`src/design/sha_pkg.sv`:
```
// Package: SHA-256 types, constants and round functions.
package sha_pkg;

    localparam int unsigned BlockBytes = 64;
    localparam int unsigned Rounds     = 64;
    localparam logic [7:0]  PadByte    = 8'h80;
    localparam logic [5:0]  LenPos     = 6'd56;

    localparam logic CmdAbsorb = 1'b0;
    localparam logic CmdDigest = 1'b1;

    typedef struct packed {
        logic       cmd;
        logic [7:0] data_byte;
    } t_in_item;

    typedef struct packed {
        logic [31:0] digest_word;
        logic [2:0]  word_index;
        logic        last_word;
    } t_out_item;

    typedef logic [31:0] t_word;
    typedef t_word [7:0] t_hash;

    // Control from sequencer to the compression core.
    typedef struct packed {
        logic start;
        logic busy;
    } t_core_ctl;

    function automatic t_word init_hash(input logic [2:0] i);
        unique case (i)
            3'd0: init_hash = 32'h6a09e667;
            3'd1: init_hash = 32'hbb67ae85;
            3'd2: init_hash = 32'h3c6ef372;
            3'd3: init_hash = 32'ha54ff53a;
            3'd4: init_hash = 32'h510e527f;
            3'd5: init_hash = 32'h9b05688c;
            3'd6: init_hash = 32'h1f83d9ab;
            default: init_hash = 32'h5be0cd19;
        endcase
    endfunction

    function automatic t_word round_k(input logic [5:0] i);
        logic [31:0] k [64];
        k = '{
            32'h428a2f98, 32'h71374491, 32'hb5c0fbcf, 32'he9b5dba5,
            32'h3956c25b, 32'h59f111f1, 32'h923f82a4, 32'hab1c5ed5,
            32'hd807aa98, 32'h12835b01, 32'h243185be, 32'h550c7dc3,
            32'h72be5d74, 32'h80deb1fe, 32'h9bdc06a7, 32'hc19bf174,
            32'he49b69c1, 32'hefbe4786, 32'h0fc19dc6, 32'h240ca1cc,
            32'h2de92c6f, 32'h4a7484aa, 32'h5cb0a9dc, 32'h76f988da,
            32'h983e5152, 32'ha831c66d, 32'hb00327c8, 32'hbf597fc7,
            32'hc6e00bf3, 32'hd5a79147, 32'h06ca6351, 32'h14292967,
            32'h27b70a85, 32'h2e1b2138, 32'h4d2c6dfc, 32'h53380d13,
            32'h650a7354, 32'h766a0abb, 32'h81c2c92e, 32'h92722c85,
            32'ha2bfe8a1, 32'ha81a664b, 32'hc24b8b70, 32'hc76c51a3,
            32'hd192e819, 32'hd6990624, 32'hf40e3585, 32'h106aa070,
            32'h19a4c116, 32'h1e376c08, 32'h2748774c, 32'h34b0bcb5,
            32'h391c0cb3, 32'h4ed8aa4a, 32'h5b9cca4f, 32'h682e6ff3,
            32'h748f82ee, 32'h78a5636f, 32'h84c87814, 32'h8cc70208,
            32'h90befffa, 32'ha4506ceb, 32'hbef9a3f7, 32'hc67178f2};
        round_k = k[i];
    endfunction

    function automatic t_word rotr(input t_word x, input int unsigned n);
        rotr = (x >> n) | (x << (32 - n));
    endfunction

endpackage

```
`src/design/sha_core.sv`:
```
// One-round-per-cycle SHA-256 compression core with rolling schedule window.
module sha_core (
    input  logic                i_clk,
    input  logic                i_rst_n,
    input  sha_pkg::t_core_ctl  i_ctl,
    input  sha_pkg::t_hash      i_hash,
    input  logic [511:0]        i_block,
    output sha_pkg::t_hash      o_hash,
    output logic                o_done
);
    import sha_pkg::*;

    logic [5:0]  r_round;
    logic        r_run;
    t_word       r_w [16];
    t_hash       r_v;
    t_hash       r_h;
    t_word       n_w;
    t_word       t1, t2, e, a, p, q;

    assign e = r_v[4];
    assign a = r_v[0];
    assign p = r_w[1];
    assign q = r_w[14];
    assign n_w = r_w[0] + (rotr(p, 7) ^ rotr(p, 18) ^ (p >> 3)) + r_w[9]
               + (rotr(q, 17) ^ rotr(q, 19) ^ (q >> 10));
    assign t1 = r_v[7] + (rotr(e, 6) ^ rotr(e, 11) ^ rotr(e, 25))
              + ((e & r_v[5]) ^ (~e & r_v[6])) + round_k(r_round) + r_w[0];
    assign t2 = (rotr(a, 2) ^ rotr(a, 13) ^ rotr(a, 22))
              + ((a & r_v[1]) ^ (a & r_v[2]) ^ (r_v[1] & r_v[2]));

    always_ff @(posedge i_clk) begin
        if (!i_rst_n) begin
            r_run   <= 1'b0;
            r_round <= '0;
            o_done  <= 1'b0;
        end else begin
            o_done <= 1'b0;
            if (i_ctl.start && !r_run) begin
                r_run   <= 1'b1;
                r_round <= '0;
            end else if (r_run) begin
                r_round <= r_round + 6'd1;
                if (r_round == 6'(Rounds - 1)) begin
                    r_run  <= 1'b0;
                    o_done <= 1'b1;
                end
            end
        end
    end

    always_ff @(posedge i_clk) begin
        if (i_ctl.start && !r_run) begin
            for (int i = 0; i < 16; i++) begin
                r_w[i] <= i_block[511 - 32*i -: 32];
            end
            r_v <= i_hash;
            r_h <= i_hash;
        end else if (r_run) begin
            for (int i = 0; i < 15; i++) begin
                r_w[i] <= r_w[i+1];
            end
            r_w[15] <= n_w;
            r_v[7] <= r_v[6];
            r_v[6] <= r_v[5];
            r_v[5] <= e;
            r_v[4] <= r_v[3] + t1;
            r_v[3] <= r_v[2];
            r_v[2] <= r_v[1];
            r_v[1] <= a;
            r_v[0] <= t1 + t2;
        end
    end

    always_comb begin
        for (int i = 0; i < 8; i++) begin
            o_hash[i] = r_h[i] + r_v[i];
        end
    end
endmodule

```
`src/design/sha256_stream_hasher.sv`:
```
// Top level: SHA-256 stream hasher with byte intake, padding and digest output.
// Absorb: one byte per cycle while idle; the 64th byte of a block starts a
//   compression (one round a cycle in the shared core), and ready returns after it.
// Digest: compression of one or two padded blocks, then eight output transfers,
//   one per cycle while i_ready stays high.
// Reset (synchronous, active low): chain value to the initial hash, counts
//   to zero; block buffer contents are left undefined.
module sha256_stream_hasher (
    input  logic               i_clk,
    input  logic               i_rst_n,
    input  logic               i_valid,
    output logic               o_ready,
    input  sha_pkg::t_in_item  i_data,
    output logic               o_valid,
    input  logic               i_ready,
    output sha_pkg::t_out_item o_data
);
    import sha_pkg::*;

    typedef enum logic [2:0] {
        ST_IDLE, ST_ABS, ST_PAD1, ST_PAD2, ST_OUT
    } t_state;

    t_state        r_state;
    t_hash         r_chain;
    t_hash         r_dig;
    logic [511:0]  r_buf;       // live message block
    logic [511:0]  r_blk;       // block handed to the core
    logic [5:0]    r_fill;
    logic [63:0]   r_bits;
    logic [2:0]    r_idx;
    logic          r_start;
    t_core_ctl     core_ctl;
    t_hash         core_hash;
    logic          core_done;
    logic [511:0]  pad_blk;
    logic [511:0]  len_blk;

    assign core_ctl.start = r_start;
    assign core_ctl.busy  = (r_state != ST_IDLE) && (r_state != ST_OUT);

    sha_core u_core (
        .i_clk   (i_clk),
        .i_rst_n (i_rst_n),
        .i_ctl   (core_ctl),
        .i_hash  ((r_state == ST_PAD2) ? r_dig : r_chain),
        .i_block (r_blk),
        .o_hash  (core_hash),
        .o_done  (core_done)
    );

    // Padding: keep bytes below fill, 0x80 at fill, zeros above; length
    // lands in the last 8 bytes when fill leaves room.
    always_comb begin
        pad_blk = r_buf;
        for (int i = 0; i < BlockBytes; i++) begin
            if (6'(i) == r_fill) begin
                pad_blk[511 - 8*i -: 8] = PadByte;
            end else if (6'(i) > r_fill) begin
                pad_blk[511 - 8*i -: 8] = 8'h00;
            end
        end
        len_blk = {448'd0, r_bits};
        if (r_fill < LenPos) begin
            pad_blk[63:0] = r_bits;
        end
    end

    assign o_ready = (r_state == ST_IDLE);
    assign o_valid = (r_state == ST_OUT);
    assign o_data.digest_word = r_dig[r_idx];
    assign o_data.word_index  = r_idx;
    assign o_data.last_word   = (r_idx == 3'd7);

    always_ff @(posedge i_clk) begin
        if (!i_rst_n) begin
            r_state <= ST_IDLE;
            r_fill  <= '0;
            r_bits  <= '0;
            r_idx   <= '0;
            r_start <= 1'b0;
            for (int i = 0; i < 8; i++) begin
                r_chain[i] <= init_hash(3'(i));
            end
        end else begin
            r_start <= 1'b0;
            unique case (r_state)
                ST_IDLE: begin
                    if (i_valid) begin
                        if (i_data.cmd == CmdAbsorb) begin
                            r_buf[511 - {r_fill, 3'b000} -: 8] <= i_data.data_byte;
                            r_bits <= r_bits + 64'd8;
                            r_fill <= r_fill + 6'd1;
                            if (r_fill == 6'(BlockBytes - 1)) begin
                                r_blk   <= {r_buf[511:8], i_data.data_byte};
                                r_start <= 1'b1;
                                r_state <= ST_ABS;
                            end
                        end else begin
                            r_blk   <= pad_blk;
                            r_start <= 1'b1;
                            r_state <= ST_PAD1;
                        end
                    end
                end
                ST_ABS: begin
                    if (core_done) begin
                        r_chain <= core_hash;
                        r_state <= ST_IDLE;
                    end
                end
                ST_PAD1: begin
                    if (core_done) begin
                        r_dig <= core_hash;
                        r_idx <= '0;
                        if (r_fill >= LenPos) begin
                            r_blk   <= len_blk;
                            r_start <= 1'b1;
                            r_state <= ST_PAD2;
                        end else begin
                            r_state <= ST_OUT;
                        end
                    end
                end
                ST_PAD2: begin
                    if (core_done) begin
                        r_dig   <= core_hash;
                        r_state <= ST_OUT;
                    end
                end
                ST_OUT: begin
                    if (i_ready) begin
                        r_idx <= r_idx + 3'd1;
                        if (r_idx == 3'd7) begin
                            r_state <= ST_IDLE;
                        end
                    end
                end
                default: r_state <= ST_IDLE;
            endcase
        end
    end

    // No new item is taken while the core compresses.
    a_busy_not_ready: assert property (@(posedge i_clk) disable iff (!i_rst_n)
        core_ctl.busy |-> !o_ready) else $error("ready while busy");
    // Digest words go out in order, wrapping after the last.
    a_idx_step: assert property (@(posedge i_clk) disable iff (!i_rst_n)
        (o_valid && i_ready && !o_data.last_word) |=> (o_valid && r_idx == $past(r_idx) + 3'd1))
        else $error("index skip");
    // A core start is only raised while in a busy state.
    a_start_busy: assert property (@(posedge i_clk) disable iff (!i_rst_n)
        r_start |-> core_ctl.busy) else $error("start while idle");
endmodule

```
`config.mk`:
```
export PLATFORM = sky130hd
export DESIGN_NAME = sha256_stream_hasher
export DESIGN_NICKNAME = d
export VERILOG_FILES = /design/src/design/sha_pkg.sv /design/src/design/sha_core.sv /design/src/design/sha256_stream_hasher.sv
export SDC_FILE = /design/constraint.sdc
export NUM_CORES = 2
export LEC_CHECK = 0
export BUFFER_PORTS_ARGS = -buffer_cell sky130_fd_sc_hd__buf_2
export CORE_MARGIN = 10
export CORE_UTILIZATION = 64
export DETAILED_ROUTE_END_ITERATION = 6
export PLACE_DENSITY = 0.86
export SLEW_MARGIN = 25
export SYNTH_ARGS = -nofsm -noshare
export SYNTH_HDL_FRONTEND = slang
export SYNTH_HIERARCHICAL = 1
export SYNTH_SLANG_ARGS = --single-unit
export TNS_END_PERCENT = 5
```
`constraint.sdc`:
```
create_clock -name i_clk -period 18.2 [get_ports i_clk]
set_clock_uncertainty 0.1 [all_clocks]
set_input_delay 3.64 -clock i_clk [delete_from_list [all_inputs] [get_ports i_clk]]
set_output_delay 3.64 -clock i_clk [all_outputs]
set_load 0.01 [all_outputs]
```
==> flow_summary.json <==
{
  "status": "finished, violations left",
  "violations": "DRC",
  "cpMostUsedCell": "fa_1",
  "slowest_delay_ns": 0.73,
  "synth.avg_cell_area_sq_um": 11.49,
  "setup_tns_ns": 0,
  "start_util": 0.6449,
  "post-cts-setup-buffers": 0,
  "fill_cells": 13240,
  "drive_above_1_share": 0.1222,
  "ant_nets": 0,
  "fp.dieW_um": 474.5,
  "placed_area_sq_um": 135000,
  "synth_nets": 12120,
  "final_area_sq_um": 144000,
  "clock_path_buffers": 4,
  "layout_commonest_cell": "edfxtp_1",
  "timing.rr.start": "u_core/r_round[0]$_SDFFE_PP0P_",
  "h-tree-depth": 5,
  "netlist_instances": 11510,
  "grtUsageTotal": 0.3601,
  "holdPathEnd": "r_chain[160]$_SDFFE_PN0P_",
  "worstSetupPathType": "reg -> reg",
  "first_global_vias": 94040,
  "io-pin-count": 51,
  "critical_path_required_ns": 18.74,
  "drt_iter0_drc": 13780,
  "final_cell_mix": "edfxtp_1, nand2_1, nor2_1",
  "setup_viol": 0,
  "wl_per_cell_um": 29.11,
  "finalHoldViolCount": 0,
  "startpoint_type": "flip-flop",
  "globalRoute.totalOverflow": 0,
  "reg2reg_to": "u_core/e[30]$_DFFE_PP_",
  "end_kind": "flip-flop",
  "reg2reg_depth": 30,
  "chipHeight_um": 474.5,
  "grtUsageMet3": 0.07377,
  "place_congestion": 1.001,
  "grt_util_met2": 0.5804,
  "seqCellArea_sq_um": 75730,
  "critPathSlowestCell": "o41ai_1",
  "hp-start": "r_chain[160]$_SDFFE_PN0P_",
  "drv_cap": 0,
  "crit_fanout": 34,
  "yosysWarnings": 6,
  "place_inst": 13810,
  "period_minus_slack_ns": 10.94,
  "nNetsFinal": 12020,
  "antenna_found_initial": 14,
  "grt_pass1_wl_um": 606800,
  "dpl.hpwl_um": 279500,
  "maxSlewHeadroom": 0.1426,
  "clockRootBuffer": "clkbuf_16",
  "vias": 95610,
  "cts_num_sinks": 2634,
  "drt-pass1-iter-count": 7,
  "final_max_slew_viol_count": 0,
  "fin_cells": 14320,
  "holdCritPathClass": "reg -> reg",
  "cts_tree": "done",
  "worstMarginPinSlew_ns": 1.276,
  "fmax_mhz": 91.44,
  "synth_area_sq_um": 132200,
  "post-route-period-util": 0.6009,
  "clkTransAtPathRegs_ns": 0.06,
  "gr-usage-met1": 0.4367,
  "multi_input_area_sq_um": 52660,
  "cts_made_buffers": 287,
  "grt_setup_unrepaired": "no",
  "port-buffer-count": 50,
  "cts_resized": 0,
  "cts_hold_buf": 0,
  "core_sq_um": 205000,
  "rows": 166,
  "die_area_sq_um": 225200,
  "drc": 196,
  "top_usage_layer": "met2",
  "syn2layout_area_growth_pct": 8.942,
  "arrival_ns": 11.48,
  "whs_path_depth": 2,
  "vias_per_cell": 6.678,
  "rrSetupSlack_ns": 7.26,
  "totalWireLength_um": 416700,
  "grt_max_degree": 181,
  "clk_latency_ns": 0.96
}
==> registers in the layout, indices dropped and copies added, names as in the netlist, 3 cells and up <==
name	flops
r_chain	256
r_idx	3
u_core/r_h	256
u_core/r_v	192
u_core/e	32
r_buf	504
u_core/a	32
r_state	3
u_core/r_round	6
u_core/r_w	512
r_blk	512
r_bits	61
r_fill	6
r_dig	256
==> final cells by class <==
| class | count | area share |
|---|---|---|
| clock buffer | 389 | 0.05488 |
| sequential | 2634 | 0.5258 |
| timing repair buffer | 200 | 0.01070 |
| tap | 2688 | 0.02335 |
| antenna | 7 | 0.0001216 |
| clock inverter | 109 | 0.006906 |
| inverter | 482 | 0.01265 |
| multi-input combinational | 7808 | 0.3656 |
==> worst max path at each step <==
stage | startpoint | endpoint | slack, ns | cells after the start
finish | u_core/r_round[0]$_SDFFE_PP0P_ | u_core/e[30]$_DFFE_PP_ | 7.26 | 30
CTS | u_core/r_round[0]$_SDFFE_PP0P_ | u_core/a[30]$_DFFE_PP_ | 7.51 | 35
detailed placement | u_core/r_round[0]$_SDFFE_PP0P_ | u_core/a[30]$_DFFE_PP_ | 7.55 | 35
global route | u_core/r_round[0]$_SDFFE_PP0P_ | u_core/e[28]$_DFFE_PP_ | 6.85 | 30
global placement | u_core/r_round[0]$_SDFFE_PP0P_ | u_core/a[30]$_DFFE_PP_ | 7.65 | 35
floorplan | i_data[8] | r_blk[0]$_SDFFCE_PP0P_ | 1.16 | 5
==> metrics by stage <==
stage          worst slack [ns]  utilization  hold slack, ns
5_1_grt                   6.852       0.7025          0.3701
3_3_place_gp              7.655       0.6583          0.3376
3_5_place_dp              7.552       0.6585          0.3432
2_1_floorplan             1.158            -          0.3329
6_report                  7.264       0.7026          0.3516
4_1_cts                   7.508       0.7019          0.3515
==> critical path, delay by kind of cell, from the launching register on <==
family / cells / cell delay (ns)
xor+xnor: 1 / 0.12
compound gates: 10 / 3.77
mux: 1 / 0.51
buf+inv: 4 / 0.77
simple gates: 7 / 1.86
flops: 1 / 0.31
fa+ha+maj: 7 / 3.21
==> layer usage <==
metal	vias to the layer above	wire, um
met1	46560	140700
li1	40430	-
met5	-	105
met3	1720	45830
met4	14	36350
met2	6892	193800
Power is not shown: default switching activity piles up to over one toggle a cycle in this logic, so the estimate is an artifact.
